File: config.mk
export PLATFORM = sky130hd
export DESIGN_NAME = hpe_ctrl
export DESIGN_NICKNAME = d
export VERILOG_FILES = /design/src/rtl/hpe_pkg.sv /design/src/rtl/hpe_ctrl.sv
export SDC_FILE = /design/constraint.sdc
export NUM_CORES = 1
export LEC_CHECK = 0
export ABC_AREA = 1
export BUFFER_PORTS_ARGS = -buffer_cell sky130_fd_sc_hd__buf_2
export CAP_MARGIN = 20
export CORE_ASPECT_RATIO = 1.2
export CORE_UTILIZATION = 35
export DETAILED_ROUTE_END_ITERATION = 10
export PLACE_DENSITY = 0.62
export SKIP_LAST_GASP = 1
export SLEW_MARGIN = 10
export SYNTH_ARGS = -nofsm -noshare
export SYNTH_HDL_FRONTEND = slang
export SYNTH_SLANG_ARGS = --single-unit
File: constraint.sdc
create_clock -name clock -period 1.65 [get_ports clock]
set_clock_uncertainty 0.15 [all_clocks]
set_input_delay 0.2475 -clock clock [delete_from_list [all_inputs] [get_ports clock]]
set_output_delay 0.2475 -clock clock [all_outputs]
set_load 0.02 [all_outputs]
File: src/rtl/hpe_pkg.sv
`timescale 1ns / 1ps
// ----------------------------------------------------------------------------
// Histogram percentile engine package
// Shared types, codes and constants for the histogram percentile engine.
// ----------------------------------------------------------------------------
package hpe_pkg;

   localparam int MAX_BINS_DEF   = 256;
   localparam int COUNT_BITS_DEF = 32;
   localparam int BINS_W         = 9;
   localparam int CSR_IDX_W      = 2;
   localparam int CSR_DATA_W     = 32;

   localparam logic [16:0] ONE_Q16 = 17'h10000;

   localparam logic [1:0] MODE_LOAD  = 2'd0;
   localparam logic [1:0] MODE_VAF   = 2'd1;
   localparam logic [1:0] MODE_FAV   = 2'd2;
   // The fourth mode code is unused and a transaction carrying it is dropped.
   localparam logic [1:0] MODE_SPARE = 2'd3;

   localparam logic [CSR_IDX_W-1:0] CSR_DATA_LOW  = 2'd0;
   localparam logic [CSR_IDX_W-1:0] CSR_DATA_HIGH = 2'd1;
   localparam logic [CSR_IDX_W-1:0] CSR_BINS      = 2'd2;

   localparam logic signed [31:0] DATA_LOW_RST  = 32'sd0;
   localparam logic signed [31:0] DATA_HIGH_RST = 32'sd16777216;
   localparam logic [BINS_W-1:0]  BINS_RST      = 9'd256;

   typedef struct packed {
      logic [1:0]         mode;
      logic [7:0]         bin_index;
      logic [31:0]        bin_count;
      logic [16:0]        fraction;
      logic signed [31:0] query_value;
   } req_type;

   typedef struct packed {
      logic signed [31:0] result_value;
      logic [16:0]        result_fraction;
      logic               histogram_valid;
   } rsp_type;

   typedef enum logic [4:0] {
      ST_CLEAR, ST_IDLE, ST_START, ST_POS_MUL, ST_POS_DIV, ST_SUM_INIT, ST_SUM,
      ST_CHECK, ST_TGT_MUL, ST_FIND_INIT, ST_FIND, ST_WITHIN_DIV, ST_OFF_MUL,
      ST_OFF_DIV, ST_NUM_MUL, ST_NUM_DIV, ST_EMIT
   } ctrl_state_type;

   typedef enum logic [4:0] {
      DP_NOP, DP_CLEAR, DP_SET_BAD, DP_POS_MUL, DP_POS_DIV, DP_SUM_INIT, DP_SUM,
      DP_SET_EARLY, DP_TGT_MUL, DP_FIND_INIT, DP_FIND, DP_SET_HIGH, DP_WITHIN_DIV,
      DP_OFF_MUL, DP_OFF_DIV, DP_NUM_MUL, DP_NUM_DIV, DP_PUSH
   } dp_op_type;

   typedef struct packed {
      logic      ready;
      dp_op_type op;
   } ctrl_cmd_type;

   typedef struct packed {
      logic clear_done;
      logic span_ok;
      logic in_query;
      logic is_vaf;
      logic early;
      logic walk_done;
      logic hit;
      logic cnt_zero;
      logic arith_done;
      logic slot_free;
   } ctrl_status_type;

endpackage

File: src/rtl/hpe_ctrl.sv
`timescale 1ns / 1ps
// ----------------------------------------------------------------------------
// Histogram percentile engine controller
// Sequences the clearing pass, the bin walks and the arithmetic steps.
// ----------------------------------------------------------------------------
module hpe_ctrl (
   input  logic                     clock,
   input  logic                     reset,
   input  hpe_pkg::ctrl_status_type status,
   output hpe_pkg::ctrl_cmd_type    cmd
);

   hpe_pkg::ctrl_state_type state_ff, state_in;

   always_ff @(posedge clock) begin
      if (reset) begin
         state_ff <= hpe_pkg::ST_CLEAR;
      end else begin
         state_ff <= state_in;
      end
   end

   always_comb begin
      state_in  = state_ff;
      cmd.ready = 1'b0;
      cmd.op    = hpe_pkg::DP_NOP;
      case (state_ff)
         hpe_pkg::ST_CLEAR: begin
            cmd.op = hpe_pkg::DP_CLEAR;
            if (status.clear_done) begin
               state_in = hpe_pkg::ST_IDLE;
            end
         end
         hpe_pkg::ST_IDLE: begin
            cmd.ready = 1'b1;
            if (status.in_query) begin
               state_in = hpe_pkg::ST_START;
            end
         end
         hpe_pkg::ST_START: begin
            if (!status.span_ok) begin
               cmd.op   = hpe_pkg::DP_SET_BAD;
               state_in = hpe_pkg::ST_EMIT;
            end else if (status.is_vaf) begin
               state_in = hpe_pkg::ST_SUM_INIT;
            end else begin
               state_in = hpe_pkg::ST_POS_MUL;
            end
         end
         hpe_pkg::ST_POS_MUL: begin
            cmd.op = hpe_pkg::DP_POS_MUL;
            if (status.arith_done) begin
               state_in = hpe_pkg::ST_POS_DIV;
            end
         end
         hpe_pkg::ST_POS_DIV: begin
            cmd.op = hpe_pkg::DP_POS_DIV;
            if (status.arith_done) begin
               state_in = hpe_pkg::ST_SUM_INIT;
            end
         end
         hpe_pkg::ST_SUM_INIT: begin
            cmd.op   = hpe_pkg::DP_SUM_INIT;
            state_in = hpe_pkg::ST_SUM;
         end
         hpe_pkg::ST_SUM: begin
            cmd.op = hpe_pkg::DP_SUM;
            if (status.walk_done) begin
               state_in = hpe_pkg::ST_CHECK;
            end
         end
         hpe_pkg::ST_CHECK: begin
            if (status.early) begin
               cmd.op   = hpe_pkg::DP_SET_EARLY;
               state_in = hpe_pkg::ST_EMIT;
            end else if (status.is_vaf) begin
               state_in = hpe_pkg::ST_TGT_MUL;
            end else begin
               state_in = hpe_pkg::ST_NUM_MUL;
            end
         end
         hpe_pkg::ST_TGT_MUL: begin
            cmd.op = hpe_pkg::DP_TGT_MUL;
            if (status.arith_done) begin
               state_in = hpe_pkg::ST_FIND_INIT;
            end
         end
         hpe_pkg::ST_FIND_INIT: begin
            cmd.op   = hpe_pkg::DP_FIND_INIT;
            state_in = hpe_pkg::ST_FIND;
         end
         hpe_pkg::ST_FIND: begin
            cmd.op = hpe_pkg::DP_FIND;
            if (status.walk_done) begin
               if (!status.hit) begin
                  // The cumulative count never reached the target.
                  cmd.op   = hpe_pkg::DP_SET_HIGH;
                  state_in = hpe_pkg::ST_EMIT;
               end else if (status.cnt_zero) begin
                  state_in = hpe_pkg::ST_OFF_MUL;
               end else begin
                  state_in = hpe_pkg::ST_WITHIN_DIV;
               end
            end
         end
         hpe_pkg::ST_WITHIN_DIV: begin
            cmd.op = hpe_pkg::DP_WITHIN_DIV;
            if (status.arith_done) begin
               state_in = hpe_pkg::ST_OFF_MUL;
            end
         end
         hpe_pkg::ST_OFF_MUL: begin
            cmd.op = hpe_pkg::DP_OFF_MUL;
            if (status.arith_done) begin
               state_in = hpe_pkg::ST_OFF_DIV;
            end
         end
         hpe_pkg::ST_OFF_DIV: begin
            cmd.op = hpe_pkg::DP_OFF_DIV;
            if (status.arith_done) begin
               state_in = hpe_pkg::ST_EMIT;
            end
         end
         hpe_pkg::ST_NUM_MUL: begin
            cmd.op = hpe_pkg::DP_NUM_MUL;
            if (status.arith_done) begin
               state_in = hpe_pkg::ST_NUM_DIV;
            end
         end
         hpe_pkg::ST_NUM_DIV: begin
            cmd.op = hpe_pkg::DP_NUM_DIV;
            if (status.arith_done) begin
               state_in = hpe_pkg::ST_EMIT;
            end
         end
         hpe_pkg::ST_EMIT: begin
            if (status.slot_free) begin
               cmd.op   = hpe_pkg::DP_PUSH;
               state_in = hpe_pkg::ST_IDLE;
            end
         end
         default: begin
            state_in = hpe_pkg::ST_IDLE;
         end
      endcase
   end

endmodule

==> results.sh <==
export IMPL_r2r_end="state_ff[3]"
export IMPL_clkSlewWorstSetupHoldPaths_ns=0.04
export IMPL_grt_first_pass_wirelength_um=4780
export IMPL_std_cell_rows=19
export IMPL_tritoncts="built"
export IMPL_clockBufferDepth=2
export IMPL_rsz0062_at_grt="yes"
export IMPL_syn_area_sq_um=853
export IMPL_reg_largest_list="state_ff (5)"
export IMPL_crit_family="simple AND/OR/NAND/NOR gates"
export IMPL_min_path_cells=2
export IMPL_synth_edf_count=0
export IMPL_arrival_ns=1.50
export IMPL_cpPeakStageDelay_ns=0.35
export IMPL_ys_flop_type="dfxtp_1"
export IMPL_diodes=0
export IMPL_final_area_sq_um=1430
export IMPL_seq_area_frac_synth=0.117
export IMPL_path_max_fanout=4
export IMPL_grt_pass1_vias=1163
export IMPL_routed_wl_um=3170
export IMPL_syn_nets=173
export IMPL_tns_ns=-0.763
export IMPL_synth_warnings=0
export IMPL_cts_sinks=5
export IMPL_gp_congestion=0.915
export IMPL_crit_top_cell="nand2_1"
export IMPL_hp_start="reset"
export IMPL_ant_nets=0
export IMPL_synthCells=161
export IMPL_maxCapViolCount=0
export IMPL_hpwl_um=2280
export IMPL_io_pins=18
export IMPL_die_x_um=47.1
export IMPL_reg2reg_slack_ns=-0.02
export IMPL_yosys_top_cells_area="nand2_1 20%, nor2_1 14%, dfxtp_1 12%, nand3_1 11%, inv_1 6.2%"
export IMPL_via_per_inst=5.20
export IMPL_cp_required_ns=1.25
export IMPL_r2r_cells=10
export IMPL_yosysTopAreaCell="nand2_1"
export IMPL_p_leak_nw=0.743
export IMPL_layout_min_cycle_time_ns=1.90
export IMPL_dpl_cell_area_sq_um=1130
export IMPL_place_inst=228
export IMPL_violations="negative setup slack"
export IMPL_crit_buf_inv=2
export IMPL_port_buffers=17
export IMPL_crit_path_start="state_ff[0]"
export IMPL_insertion_delay_ns=0.24
export IMPL_drt_initial_drc_count=28
export IMPL_cp_cell_sequence="buf_6, nand2_4, nor2_2, nand2_1, nand2_1, a311oi_2, nand4_1, buf_4"
export IMPL_vias=1247
export IMPL_areaGrowthSynthToFinish_pct=67.2
export IMPL_async_flop_share=0
export IMPL_hold_viol=0
export IMPL_antenna_found_initial=0
export IMPL_fp_coreArea_sq_um=2310
export IMPL_drt_first_pass_iters=4
export IMPL_yosysMostFrequentCell="nand2_1"
export IMPL_grt_overflow=0
export IMPL_fmaxAchievable_mhz=526
export IMPL_start_util=0.370
export IMPL_whs_ns=0.0791
export IMPL_htreeDepth=1
export IMPL_holdBufCountCts=0
export IMPL_final_cells=240
export IMPL_synth_cell_types=25
export IMPL_numCtsBuffers=3
export IMPL_synthDominantCellAreaShare=0.202
export IMPL_start_kind="flip-flop"
export IMPL_p_per_area_nw_per_um2=1050
export IMPL_drive_above_1_share=0.522
export IMPL_end_kind="output port"
export IMPL_relSlewSlack=0.832
export IMPL_ys_top_cells_by_count="46 x nand2_1, 32 x nor2_1, 18 x nand3_1"
export IMPL_ys_ff_latch=5
export IMPL_die_area_sq_um=2640
export IMPL_grt_max_degree=9
export IMPL_die_y_um=56.1
export IMPL_irDropWorstVdd_mv=1.06
export IMPL_nNetsFinal=222
export IMPL_worstSetupPathType="flip-flop to output port"
export IMPL_cts_root_buffer="clkbuf_4"
export IMPL_grt_total_usage=0.250
export IMPL_tightest_slew_ns=0.249
export IMPL_hp_class="primary input to flip-flop"
export IMPL_num_fill_cells=219
export IMPL_cp_slowest_cell="dfxtp_4"
export IMPL_reg2reg_from="state_ff[1]"
export IMPL_status="finished, violations left"
export IMPL_largest_register_ffs=5
export IMPL_hold_end="state_ff[4]"
export IMPL_regMostFlops="state_ff"
export IMPL_period_share=1.15
export IMPL_detail_route_wl_per_cell_um=13.2
export IMPL_syn_area_per_cell_sq_um=5.30
export IMPL_drc=0
export IMPL_setup_slack_ns=-0.252
export IMPL_finalMaxSlewViolations=0
export IMPL_finalSetupViolCount=7
## what timing repair did
item / 4_1_cts / 5_1_grt
resized for setup: 37 / 28
setup buffers: 8 / 4
gates cloned: 0 / 0
pin swaps: 6 / 13
setup endpoints to repair: 11 / 11
## through the flow
step                power (mW)  worst slack (ns)  utilization
detailed placement        1.05            -0.183        0.489
global placement          1.04            -0.144        0.489
finish                    1.50            -0.252        0.619
floorplan                0.751            0.0354            -
CTS                       1.34            -0.209        0.575
global route              1.59            -0.290        0.619
## worst register-to-register path, stage by stage, from the launching register on
cell	delay (ns)
dfxtp_2	0.34
buf_6	0.14
inv_2	0.06
nand3_4	0.11
buf_4	0.14
nor2_4	0.03
nand2_1	0.07
nand3_1	0.08
nor2_2	0.20
nand3_1	0.11
a21oi_1	0.16
## cell usage in the layout, fill, tap and decap left out, types with 2 or more instances in the layout
cell      netlist  routed
dfxtp_4         0       3
nand3_1        18      14
inv_4           0       2
nor2_1         32      19
inv_2           5       5
inv_1          14      12
nand2_4         0       2
nand3_2         4       6
buf_6           1       9
nand3_4         0       2
nand2_1        46      37
nor2_2          1      12
clkbuf_4        0       3
a21oi_2         0       3
buf_2           2      12
a21oi_1         7       4
nand4_1         7       7
dfxtp_2         0       2
buf_4           1      27
nand2_2         3      10
nor2_4          2       4
## metal layers
metal | wire [um] | GRT usage | vias up
li1 | - | - | 625
met5 | 0 | 0 | -
met2 | 1740 | 0.456 | 34
met4 | 108 | 0.131 | 0
met1 | 1210 | 0.256 | 578
met3 | 108 | 0.0292 | 10
## worst max path at each step
stage	endpoint	slack [ns]	cells past startpoint
after floorplan	cmd[0]	0.04	7
after global placement	cmd[0]	-0.14	7
after detailed placement	cmd[0]	-0.18	6
after CTS	cmd[0]	-0.21	8
after global routing	cmd[0]	-0.29	8
final	cmd[0]	-0.25	8
## power by group
| part | switching [mW] | internal (mW) |
|---|---|---|
| Sequential | 0.0416 | 0.158 |
| Clock | 0.0437 | 0.0910 |
| Combinational | 0.666 | 0.495 |
## area by class of cell
cell class	instances	area (sq um)	share of cell area
well taps	31	38.8	0.0272
clock buffers	4	26.3	0.0184
repair buffers	48	364	0.255
inverters	20	85.1	0.0596
flip-flops and latches	5	114	0.0798
multi-input cells	132	798	0.560
## logic make-up after synthesis
logic type	Yosys count	synth area share
flip-flops	5	0.117
AND/OR/NAND/NOR	119	0.669
buffers and inverters	24	0.122
AO/OA/AOI/OAI	13	0.0924
(Power assumes the default switching activity.)
